`src/hw/rtl/four_level_page_table_walker_core_macros.svh`:
```
// ----------------------------------------------------------------------------
// four_level_page_table_walker_core_macros.svh
// Assertion macros used by the page table walker core.
// ----------------------------------------------------------------------------
`ifndef FOUR_LEVEL_PAGE_TABLE_WALKER_CORE_MACROS_SVH
`define FOUR_LEVEL_PAGE_TABLE_WALKER_CORE_MACROS_SVH

`ifndef NO_ASSERTIONS

// Same-cycle implication.
`define PTW_ASSERT_IMP(lbl, clk, rst_n, ante, cons) \
	lbl: assert property (@(posedge clk) disable iff (!rst_n) (ante) |-> (cons)) \
		else $error("page table walker assertion failed");

// Next-cycle implication.
`define PTW_ASSERT_NXT(lbl, clk, rst_n, ante, cons) \
	lbl: assert property (@(posedge clk) disable iff (!rst_n) (ante) |=> (cons)) \
		else $error("page table walker assertion failed");

`else

`define PTW_ASSERT_IMP(lbl, clk, rst_n, ante, cons)
`define PTW_ASSERT_NXT(lbl, clk, rst_n, ante, cons)

`endif

`endif

```
`src/hw/rtl/ptw_pkg.sv`:
```
// ----------------------------------------------------------------------------
// ptw_pkg
// Types and constants of the four-level page table walker.
// ----------------------------------------------------------------------------
package ptw_pkg;

	localparam int VA_W        = 48;
	localparam int WIDX_W      = 12;
	localparam int DATA_W      = 64;
	localparam int ROOT_W      = 15;
	localparam int LVL_IDX_W   = 9;
	localparam int PFN_W       = 40;
	// Word address built from a 40-bit frame number and a 9-bit table index.
	localparam int WORD_ADDR_W = PFN_W + LVL_IDX_W;
	localparam int LARGE_BIT   = 7;

	typedef enum logic [1:0] {
		ST_OK    = 2'd0,
		ST_NULL  = 2'd1,
		ST_RANGE = 2'd2
	} status_t;

	typedef enum logic {
		ACT_WRITE = 1'b0,
		ACT_XLATE = 1'b1
	} action_t;

	typedef enum logic [1:0] {
		WS_IDLE,
		WS_WALK,
		WS_DONE
	} walk_state_t;

	localparam logic [1:0] LVL_ROOT   = 2'd0;
	localparam logic [1:0] LVL_THIRD  = 2'd1;
	localparam logic [1:0] LVL_SECOND = 2'd2;
	localparam logic [1:0] LVL_LAST   = 2'd3;

	typedef struct packed {
		logic busy;
		logic walking;
	} ptw_stat_t;

endpackage

```
`src/hw/rtl/ptw_if.sv`:
```
// ----------------------------------------------------------------------------
// ptw_if
// Valid/ready channels for requests into and responses out of the walker.
// ----------------------------------------------------------------------------
interface ptw_req_if;
	import ptw_pkg::*;

	logic                valid;
	logic                ready;
	action_t             action;
	logic [VA_W-1:0]     vaddr;
	logic [WIDX_W-1:0]   word_index;
	logic [DATA_W-1:0]   word_data;

	modport source (output valid, output action, output vaddr, output word_index,
		output word_data, input ready);
	modport sink (input valid, input action, input vaddr, input word_index,
		input word_data, output ready);
endinterface

interface ptw_rsp_if;
	import ptw_pkg::*;

	logic                valid;
	logic                ready;
	status_t             status;
	logic [DATA_W-1:0]   paddr;
	logic                large_page;

	modport source (output valid, output status, output paddr, output large_page,
		input ready);
	modport sink (input valid, input status, input paddr, input large_page,
		output ready);
endinterface

```
`src/hw/rtl/ptw_walk.sv`:
```
// ----------------------------------------------------------------------------
// ptw_walk
// Walk sequencer: takes requests, drives the table memory one level per
// cycle and holds the result in an output register.
// ----------------------------------------------------------------------------
module ptw_walk #(
	parameter int MEM_WORDS = 4096
) (
	input  logic                             clk,
	input  logic                             arst_n,
	input  logic [ptw_pkg::ROOT_W-1:0]       root_addr,
	ptw_req_if.sink                          req,
	ptw_rsp_if.source                        rsp,
	output logic                             mem_wr_en,
	output logic [$clog2(MEM_WORDS)-1:0]     mem_wr_addr,
	output logic [ptw_pkg::DATA_W-1:0]       mem_wr_data,
	output logic                             mem_rd_en,
	output logic [$clog2(MEM_WORDS)-1:0]     mem_rd_addr,
	input  logic [ptw_pkg::DATA_W-1:0]       mem_rd_data,
	output ptw_pkg::ptw_stat_t               stat
);
	import ptw_pkg::*;

	localparam int AW = $clog2(MEM_WORDS);
	localparam logic [WORD_ADDR_W-1:0] LIMIT = WORD_ADDR_W'(MEM_WORDS);

	walk_state_t state_q, state_d;
	logic [1:0]             level_q;
	logic                   level_clr, level_inc;
	logic [VA_W-1:0]        va_q;
	logic                   va_ld;

	status_t                res_status_q, res_status_d;
	logic [DATA_W-1:0]      res_paddr_q, res_paddr_d;
	logic                   res_large_q, res_large_d;
	logic                   res_ld;

	logic                   out_valid_q;
	logic                   out_ld;

	logic [WORD_ADDR_W-1:0] widx_ext;
	logic [WORD_ADDR_W-1:0] root_word;
	logic [WORD_ADDR_W-1:0] next_word;
	logic [PFN_W-1:0]       next_pfn;
	logic [LVL_IDX_W-1:0]   next_idx;

	assign widx_ext  = WORD_ADDR_W'(req.word_index);
	// The root table is 4 KiB aligned, so its word base is bits 14:12 above the index.
	assign root_word = WORD_ADDR_W'({root_addr[ROOT_W-1:12], req.vaddr[47:39]});
	assign next_pfn  = mem_rd_data[51:12];
	assign next_word = {next_pfn, next_idx};

	always_comb begin
		unique case (level_q)
			LVL_ROOT:   next_idx = va_q[38:30];
			LVL_THIRD:  next_idx = va_q[29:21];
			default:    next_idx = va_q[20:12];
		endcase
	end

	assign mem_wr_addr = widx_ext[AW-1:0];
	assign mem_wr_data = req.word_data;

	always_comb begin
		state_d      = state_q;
		req.ready    = 1'b0;
		mem_wr_en    = 1'b0;
		mem_rd_en    = 1'b0;
		mem_rd_addr  = root_word[AW-1:0];
		level_clr    = 1'b0;
		level_inc    = 1'b0;
		va_ld        = 1'b0;
		res_ld       = 1'b0;
		res_status_d = ST_OK;
		res_paddr_d  = '0;
		res_large_d  = 1'b0;
		out_ld       = 1'b0;

		unique case (state_q)
			WS_IDLE: begin
				req.ready = 1'b1;
				if (req.valid) begin
					if (req.action == ACT_WRITE) begin
						// Writes beyond the memory are dropped but still answered.
						mem_wr_en = (widx_ext < LIMIT);
						res_ld    = 1'b1;
						state_d   = WS_DONE;
					end else if (root_word < LIMIT) begin
						mem_rd_en = 1'b1;
						level_clr = 1'b1;
						va_ld     = 1'b1;
						state_d   = WS_WALK;
					end else begin
						res_ld       = 1'b1;
						res_status_d = ST_RANGE;
						state_d      = WS_DONE;
					end
				end
			end
			WS_WALK: begin
				mem_rd_addr = next_word[AW-1:0];
				priority if (level_q == LVL_LAST) begin
					res_ld      = 1'b1;
					res_paddr_d = DATA_W'({next_pfn, va_q[11:0]});
					state_d     = WS_DONE;
				end else if (level_q == LVL_SECOND && mem_rd_data[LARGE_BIT]) begin
					res_ld      = 1'b1;
					res_paddr_d = DATA_W'({mem_rd_data[51:21], va_q[20:0]});
					res_large_d = 1'b1;
					state_d     = WS_DONE;
				end else if (next_pfn == '0) begin
					res_ld       = 1'b1;
					res_status_d = ST_NULL;
					state_d      = WS_DONE;
				end else if (next_word >= LIMIT) begin
					res_ld       = 1'b1;
					res_status_d = ST_RANGE;
					state_d      = WS_DONE;
				end else begin
					mem_rd_en = 1'b1;
					level_inc = 1'b1;
				end
			end
			WS_DONE: begin
				if (!out_valid_q || rsp.ready) begin
					out_ld  = 1'b1;
					state_d = WS_IDLE;
				end
			end
			default: begin
				state_d = WS_IDLE;
			end
		endcase
	end

	always_ff @(posedge clk or negedge arst_n) begin
		if (!arst_n) begin
			state_q     <= WS_IDLE;
			level_q     <= LVL_ROOT;
			out_valid_q <= 1'b0;
		end else begin
			state_q <= state_d;
			if (level_clr) begin
				level_q <= LVL_ROOT;
			end else if (level_inc) begin
				level_q <= level_q + 2'd1;
			end
			if (out_ld) begin
				out_valid_q <= 1'b1;
			end else if (rsp.ready) begin
				out_valid_q <= 1'b0;
			end
		end
	end

	always_ff @(posedge clk) begin
		if (va_ld) begin
			va_q <= req.vaddr;
		end
		if (res_ld) begin
			res_status_q <= res_status_d;
			res_paddr_q  <= res_paddr_d;
			res_large_q  <= res_large_d;
		end
		if (out_ld) begin
			rsp.status     <= res_status_q;
			rsp.paddr      <= res_paddr_q;
			rsp.large_page <= res_large_q;
		end
	end

	assign rsp.valid    = out_valid_q;
	assign stat.busy    = (state_q != WS_IDLE);
	assign stat.walking = (state_q == WS_WALK);

endmodule

```
`src/flat_wrapper.sv`:
```
// flat-port wrapper written by rule: the top's interface ports become plain ports
module ptw_walk_flat import ptw_pkg::*;
#(
	parameter int MEM_WORDS = 4096
)
  (clk, arst_n, root_addr, mem_wr_en, mem_wr_addr, mem_wr_data, mem_rd_en, mem_rd_addr, mem_rd_data, stat, req_valid, req_action, req_vaddr, req_word_index, req_word_data, req_ready, rsp_valid, rsp_status, rsp_paddr, rsp_large_page, rsp_ready);
  ptw_req_if req_i ();
  ptw_rsp_if rsp_i ();
  input  logic clk;
  input  logic arst_n;
  input  logic [ptw_pkg::ROOT_W-1:0] root_addr;
  output logic mem_wr_en;
  output logic [$clog2(MEM_WORDS)-1:0] mem_wr_addr;
  output logic [ptw_pkg::DATA_W-1:0] mem_wr_data;
  output logic mem_rd_en;
  output logic [$clog2(MEM_WORDS)-1:0] mem_rd_addr;
  input  logic [ptw_pkg::DATA_W-1:0] mem_rd_data;
  output ptw_pkg::ptw_stat_t stat;
  input wire logic [$bits(req_i.valid)-1:0] req_valid;
  input wire logic [$bits(req_i.action)-1:0] req_action;
  input wire logic [$bits(req_i.vaddr)-1:0] req_vaddr;
  input wire logic [$bits(req_i.word_index)-1:0] req_word_index;
  input wire logic [$bits(req_i.word_data)-1:0] req_word_data;
  output wire logic [$bits(req_i.ready)-1:0] req_ready;
  output wire logic [$bits(rsp_i.valid)-1:0] rsp_valid;
  output wire logic [$bits(rsp_i.status)-1:0] rsp_status;
  output wire logic [$bits(rsp_i.paddr)-1:0] rsp_paddr;
  output wire logic [$bits(rsp_i.large_page)-1:0] rsp_large_page;
  input wire logic [$bits(rsp_i.ready)-1:0] rsp_ready;
  assign req_i.valid = req_valid;
  assign req_i.action = req_action;
  assign req_i.vaddr = req_vaddr;
  assign req_i.word_index = req_word_index;
  assign req_i.word_data = req_word_data;
  assign req_ready = req_i.ready;
  assign rsp_valid = rsp_i.valid;
  assign rsp_status = rsp_i.status;
  assign rsp_paddr = rsp_i.paddr;
  assign rsp_large_page = rsp_i.large_page;
  assign rsp_i.ready = rsp_ready;
  ptw_walk #(.MEM_WORDS(MEM_WORDS)) u_core (.clk(clk), .arst_n(arst_n), .root_addr(root_addr), .req(req_i), .rsp(rsp_i), .mem_wr_en(mem_wr_en), .mem_wr_addr(mem_wr_addr), .mem_wr_data(mem_wr_data), .mem_rd_en(mem_rd_en), .mem_rd_addr(mem_rd_addr), .mem_rd_data(mem_rd_data), .stat(stat));
endmodule
```
`config.mk`:
```
export PLATFORM = sky130hd
export DESIGN_NAME = ptw_walk_flat
export DESIGN_NICKNAME = d
export VERILOG_FILES = /design/src/hw/rtl/four_level_page_table_walker_core_macros.svh /design/src/hw/rtl/ptw_pkg.sv /design/src/hw/rtl/ptw_if.sv /design/src/hw/rtl/ptw_walk.sv /design/src/flat_wrapper.sv
export SDC_FILE = /design/constraint.sdc
export NUM_CORES = 1
export LEC_CHECK = 0
export ABC_AREA = 1
export BUFFER_PORTS_ARGS = -buffer_cell sky130_fd_sc_hd__buf_2
export CORE_AREA = 5 5 141 143
export DETAILED_ROUTE_END_ITERATION = 10
export DIE_AREA = 0 0 146 148
export GPL_ROUTABILITY_DRIVEN = 0
export PLACE_DENSITY = 0.66
export SYNTH_ARGS = -nofsm -noshare
export SYNTH_HDL_FRONTEND = slang
export SYNTH_SLANG_ARGS = --single-unit
export TNS_END_PERCENT = 5
```
`constraint.sdc`:
```
create_clock -name clk -period 7.2 [get_ports clk]
set_clock_uncertainty 0.2 [all_clocks]
set_input_delay 0.36 -clock clk [delete_from_list [all_inputs] [get_ports clk]]
set_output_delay 0.36 -clock clk [all_outputs]
set_load 0.01 [all_outputs]
```
* After elaboration in Yosys (flattened, before gate mapping)
Index checks and enable logic that the tools add are counted.
** Storage, ports and cells
- Register bits after elaboration :: 178
- Bits in latches :: 0
- RAM bits :: 0
- Bits in read-only memories :: 0
- Bits of input ports :: 208
- Output and inout bits :: 161
- Logic and storage cells :: 85
- Memories kept :: 0
** Cells by class
- $add $sub $neg :: 1
- Multipliers :: 0
- Div/mod/pow operators :: 0
- Magnitude comparators :: 3
- Eq/ne operators :: 8
- Shift operators :: 0
- Mux-type cells :: 50
- Bitwise operators :: 1
- Reduce and logical (&&, ||, !) cells :: 11
** Operators by type and width (count)
- 52-bit two-way mux :: 2
- 49-bit by 13-bit greater-or-equal comparator with 1-bit output, second input constant :: 1
- 40-bit zero test :: 1
- 2-bit two-way mux :: 17
- 12-bit by 13-bit less-than comparator with 1-bit output, second input constant :: 2
- 1-bit two-way mux :: 25
- 9-bit one-hot mux with 2 select lines :: 1
- 12-bit two-way mux :: 1
- 2-bit equality test, second input constant :: 3
- 2-bit one-hot mux with 3 select lines :: 1
- 2-bit nonzero test :: 3
- 5-bit by 1-bit inequality test with 1-bit output, second input constant :: 1
- 2-bit by 1-bit equality test with 1-bit output, second input constant :: 2
- 2-bit zero test :: 2
- 1-bit one-hot mux with 2 select lines :: 2
- 2-bit one-hot mux with 2 select lines :: 1
- 3-bit AND reduction :: 1
- 2-bit by 1-bit adder with 2-bit output, second input constant :: 1
- 2-bit by 1-bit inequality test with 1-bit output, second input constant :: 1
- 2-bit inequality test, second input constant :: 1
- 2-bit OR reduction :: 1
- 1-bit logical AND :: 1
- 1-bit zero test :: 1
- 1-bit logical OR :: 1
- 1-bit NOT :: 1

* Depth between registers and ports, before layout
- Depth after elaboration :: 10
- Mapped depth :: 9
- Gate-level depth less buffers :: 9

* Worst setup path after synthesis
No wires, ideal clock.
- Path kind :: register to register
- Start :: reg u_core.state_q[0]
- End :: reg u_core.rsp.large_page (enable)
- Library setup time :: 0.469 ns
- Data arrival time :: 2.862 ns
- Required time :: 6.531 ns
- Slack :: 3.669 ns
- Stages on the path, launching flop included :: 4
- Path buffers :: 0
- Clock period less this slack :: 3.531 ns
- Cell sequence :: dfrtp_1 inv_2 nand2_1 nor2_1
** On the way
- Word-level cells in the longest chain between the ends :: 2
** RTL lines
- start: declaration :: line ptw_walk.sv:27 : walk_state_t state_q, state_d;
- start signal: assignment :: line ptw_walk.sv:142 : state_q <= state_d;
- 2-bit equality test :: line ptw_walk.sv:79 : unique case (state_q)
- 1-bit two-way mux :: line ptw_walk.sv:79
- net u_core.out_ld :: line ptw_walk.sv:39 : logic out_ld;
- end signal: assignment :: line ptw_walk.sv:168 : rsp.large_page <= res_large_q;
- end: declaration :: line ptw_if.sv:30 : modport source (output valid, output status, output paddr, output large_page,
The timed path passes the listed nets, and every way through them passes these cells.
A chain may end at the register's enable or synchronous reset.

* Final worst setup path
- Start :: reg u_core.state_q[1]
- End :: out mem_rd_addr[10]
** On the way
- Word-level cells in the longest chain between the ends :: 2
** RTL lines
- 2-bit by 1-bit equality test with 1-bit output :: line ptw_walk.sv:79
- 12-bit two-way mux :: line ptw_walk.sv:79
- end: declaration :: line flat_wrapper.sv:16 : output logic [$clog2(MEM_WORDS)-1:0] mem_rd_addr;
No other way between the ends.

==> flow_summary.toml <==
[synthesis]
synth_top_area_share_pct = 69.57
synth_area_leaders = "edfxtp_1, buf_4, nand2_1"
synth_warnings = 0
yosysSeqAreaShare_pct = 71.52
syn_area_um2 = 6431
avgSynthCellArea_um2 = 13.04
synth_top_area_cell = "edfxtp_1"
synth_cell_types = 27
syn-instance-count = 493
ys_seq_elements = 154

[die]
die_w_um = 146
start_util_pct = 34.85
die_y_um = 148
rows = 50
core_area_um2 = 18460
dieArea_um2 = 21610
io_pins = 369

[final_layout]
syn_to_final_growth_pct = 23.83
nets = 847
design_area_um2 = 7964
diodes = 0
drive_gt1_share_pct = 34.31
final_cell_count_no_fill = 881
post-route-util_pct = 43.15
fillers = 1670

[timing]
maxSlewHeadroom_pct = 51.63
post-route-period-util_pct = 40.01
finalSetupTns_ns = 0
slew_violations = 0
setup_ws_ns = 4.319
finalHoldViolCount = 0
setup_viol = 0
hold_ws_ns = 0.04125
fmax_ghz = 0.3471
tightestPinTransition_ns = 0.7255
rsz0062_at_grt = "no"
fin_crit_ns = 2.881

[critical_path]
crit_path_max_fanout = 45
cpMaxStageDelayCell = "buf_4"
rr_worst_depth = 5
crit_top_cell = "nand2_1"
crit_family = "buffers and inverters"
crit_type = "flip-flop to output pin"
crit_required_ns = 6.64
path_cells = "nor2_4 > buf_4 > inv_2 > nand2_1 > nand2_1 > buf_2"
cp-start-kind = "flip-flop"
crit_cells = 6
endpoint_kind = "output pin"
crit_arrival_ns = 2.32
slowest_delay_ns = 0.50
worst-path-buf-inv = 3

[grt]
grt_pass1_wl_um = 24290
grtUsageTotal_pct = 15.03
grt_pass1_vias = 3998
antenna_found_initial = 2
grt_max_degree = 56
grt-ovfl-total = 0

[drt]
viasPerCell = 4.404
routed_wl_um = 16490
drt-initial-drc-count = 129
dr.pass1.iters = 5
ant_nets = 0
route.detailed.drc = 0
routedWlPerCell_um = 18.72
num_vias = 3880

[clocking]
cts_buffers = 17
clkTransAtPathRegs_ns = 0.06
cts_sinks = 154
cts_tree = "done"
cts_hold_buf = 40
cts_setup_buffers = 0
postCtsResizedCells = 0
clkLatencyLatePin_ns = 0.41
cts_root_buf = "clkbuf_16"
cts_buffer_depth = 2
h-tree-depth = 4

[pwr]
p_leak_nw = 3.107
total_power_mw = 2.409
max-vdd-ir-drop_uv = 157.5
power_density_nw_per_um2 = 302.5

[hold_path]
hp-class = "input port to flip-flop"
hold_depth = 4

[place]
port_buffers = 169
placed_area_um2 = 6928
place_inst = 810
post-place-ws_ns = 4.433
place_hpwl_um = 12500

[outcome]
outcome = "complete, no violations"

[flow_run]
maxCapViolations = 0
## metal layers
layer / vias to the layer above / GRT usage (%) / share of wire (%)
li1: 1882 / - / -
met1: 1747 / 15.42 / 34
met2: 231 / 25.28 / 50
met3: 16 / 9.657 / 15
met4: 4 / 4.751 / 1.4
met5: - / 0 / 0.15
## placed cells by master, fill, tap and decap left out, types with 6 or more instances in the layout
master	count
inv_2	7
buf_2	169
a32o_1	6
nand2_1	83
conb_1	12
inv_1	19
clkbuf_16	17
dlygate4sd3_1	40
nor3_1	15
a41oi_1	9
nand3_1	13
nor2_1	59
edfxtp_1	149
## logic make-up after synthesis
kind of cell | share of synthesized area, %
simple gates | 12.20
flops | 71.52
buf+inv | 12.94
compound gates | 2.510
fa+ha+maj | 0.7782
other cells | 0.05831
## worst reg2reg max path, delay by kind of cell, from the launching register on
family / cells / cell delay, ns
buffers and inverters: 2 / 1.06
AND/OR/NAND/NOR: 3 / 0.63
flip-flops: 1 / 0.42
## sequential cells by signal, indices dropped and copies added, names as in the netlist
signal                 cells
u_core.level_q             2
u_core.rsp.status          2
u_core.va_q               39
u_core.rsp.valid           1
u_core.res_status_q        2
u_core.rsp.large_page      1
u_core.state_q             2
u_core.rsp.paddr          52
u_core.res_large_q         1
u_core.res_paddr_q        52
## cell usage after synthesis
cell type / instances
a32o_1: 6
a41oi_1: 9
and2_4: 1
buf_1: 2
buf_2: 10
buf_4: 88
clkbuf_2: 1
clkinv_1: 2
conb_1: 1
dfrtp_1: 5
edfxtp_1: 149
ha_1: 4
inv_1: 20
inv_2: 7
nand2_1: 84
nand2_2: 2
nand3_1: 13
nand4_1: 3
nand4_2: 1
nor2_1: 60
nor2_2: 2
nor2_4: 2
nor3_1: 15
nor3_2: 1
o211ai_1: 1
o21ai_1: 3
or2_1: 1
## area by class of cell
| class | instances | area [um^2] | share of cell area (%) |
|---|---|---|---|
| Clock buffer | 17 | 425.4 | 5.342 |
| Clock inverter | 14 | 210.2 | 2.639 |
| Inverter | 29 | 108.9 | 1.367 |
| Multi-Input combinational cell | 220 | 1051 | 13.20 |
| Sequential cell | 154 | 4599 | 57.75 |
| Tap cell | 234 | 292.8 | 3.676 |
| Timing Repair Buffer | 213 | 1276 | 16.03 |
## final timing paths
| path | from | to | slack, ns |
|---|---|---|---|
| max | u_core.state_q[1]$_DFFE_PN0P_ | mem_rd_addr[10] | 4.32 |
| min | rsp_ready | u_core.rsp.valid$_DFFE_PN0P_ | 0.04 |
| max reg2reg | u_core.state_q[1]$_DFFE_PN0P_ | u_core.res_paddr_q[35]$_SDFFCE_PN0P_ | 4.47 |
| min reg2reg | u_core.res_paddr_q[18]$_SDFFCE_PN0P_ | u_core.rsp.paddr[18]$_DFFE_PP_ | 0.22 |
| max in group asynchronous | arst_n | u_core.level_q[0]$_DFFE_PN0P_ | 6.56 |
| min in group asynchronous | arst_n | u_core.rsp.valid$_DFFE_PN0P_ | 0.10 |
## power by group
group / leakage, nW / switching (mW) / total [mW] / internal (mW)
Combinational: 1.33 / 0.208 / 0.314 / 0.106
Sequential: 1.47 / 0.0297 / 1.14 / 1.11
Clock: 0.305 / 0.367 / 0.957 / 0.589
No activity file was read; power rests on OpenSTA's default activity.
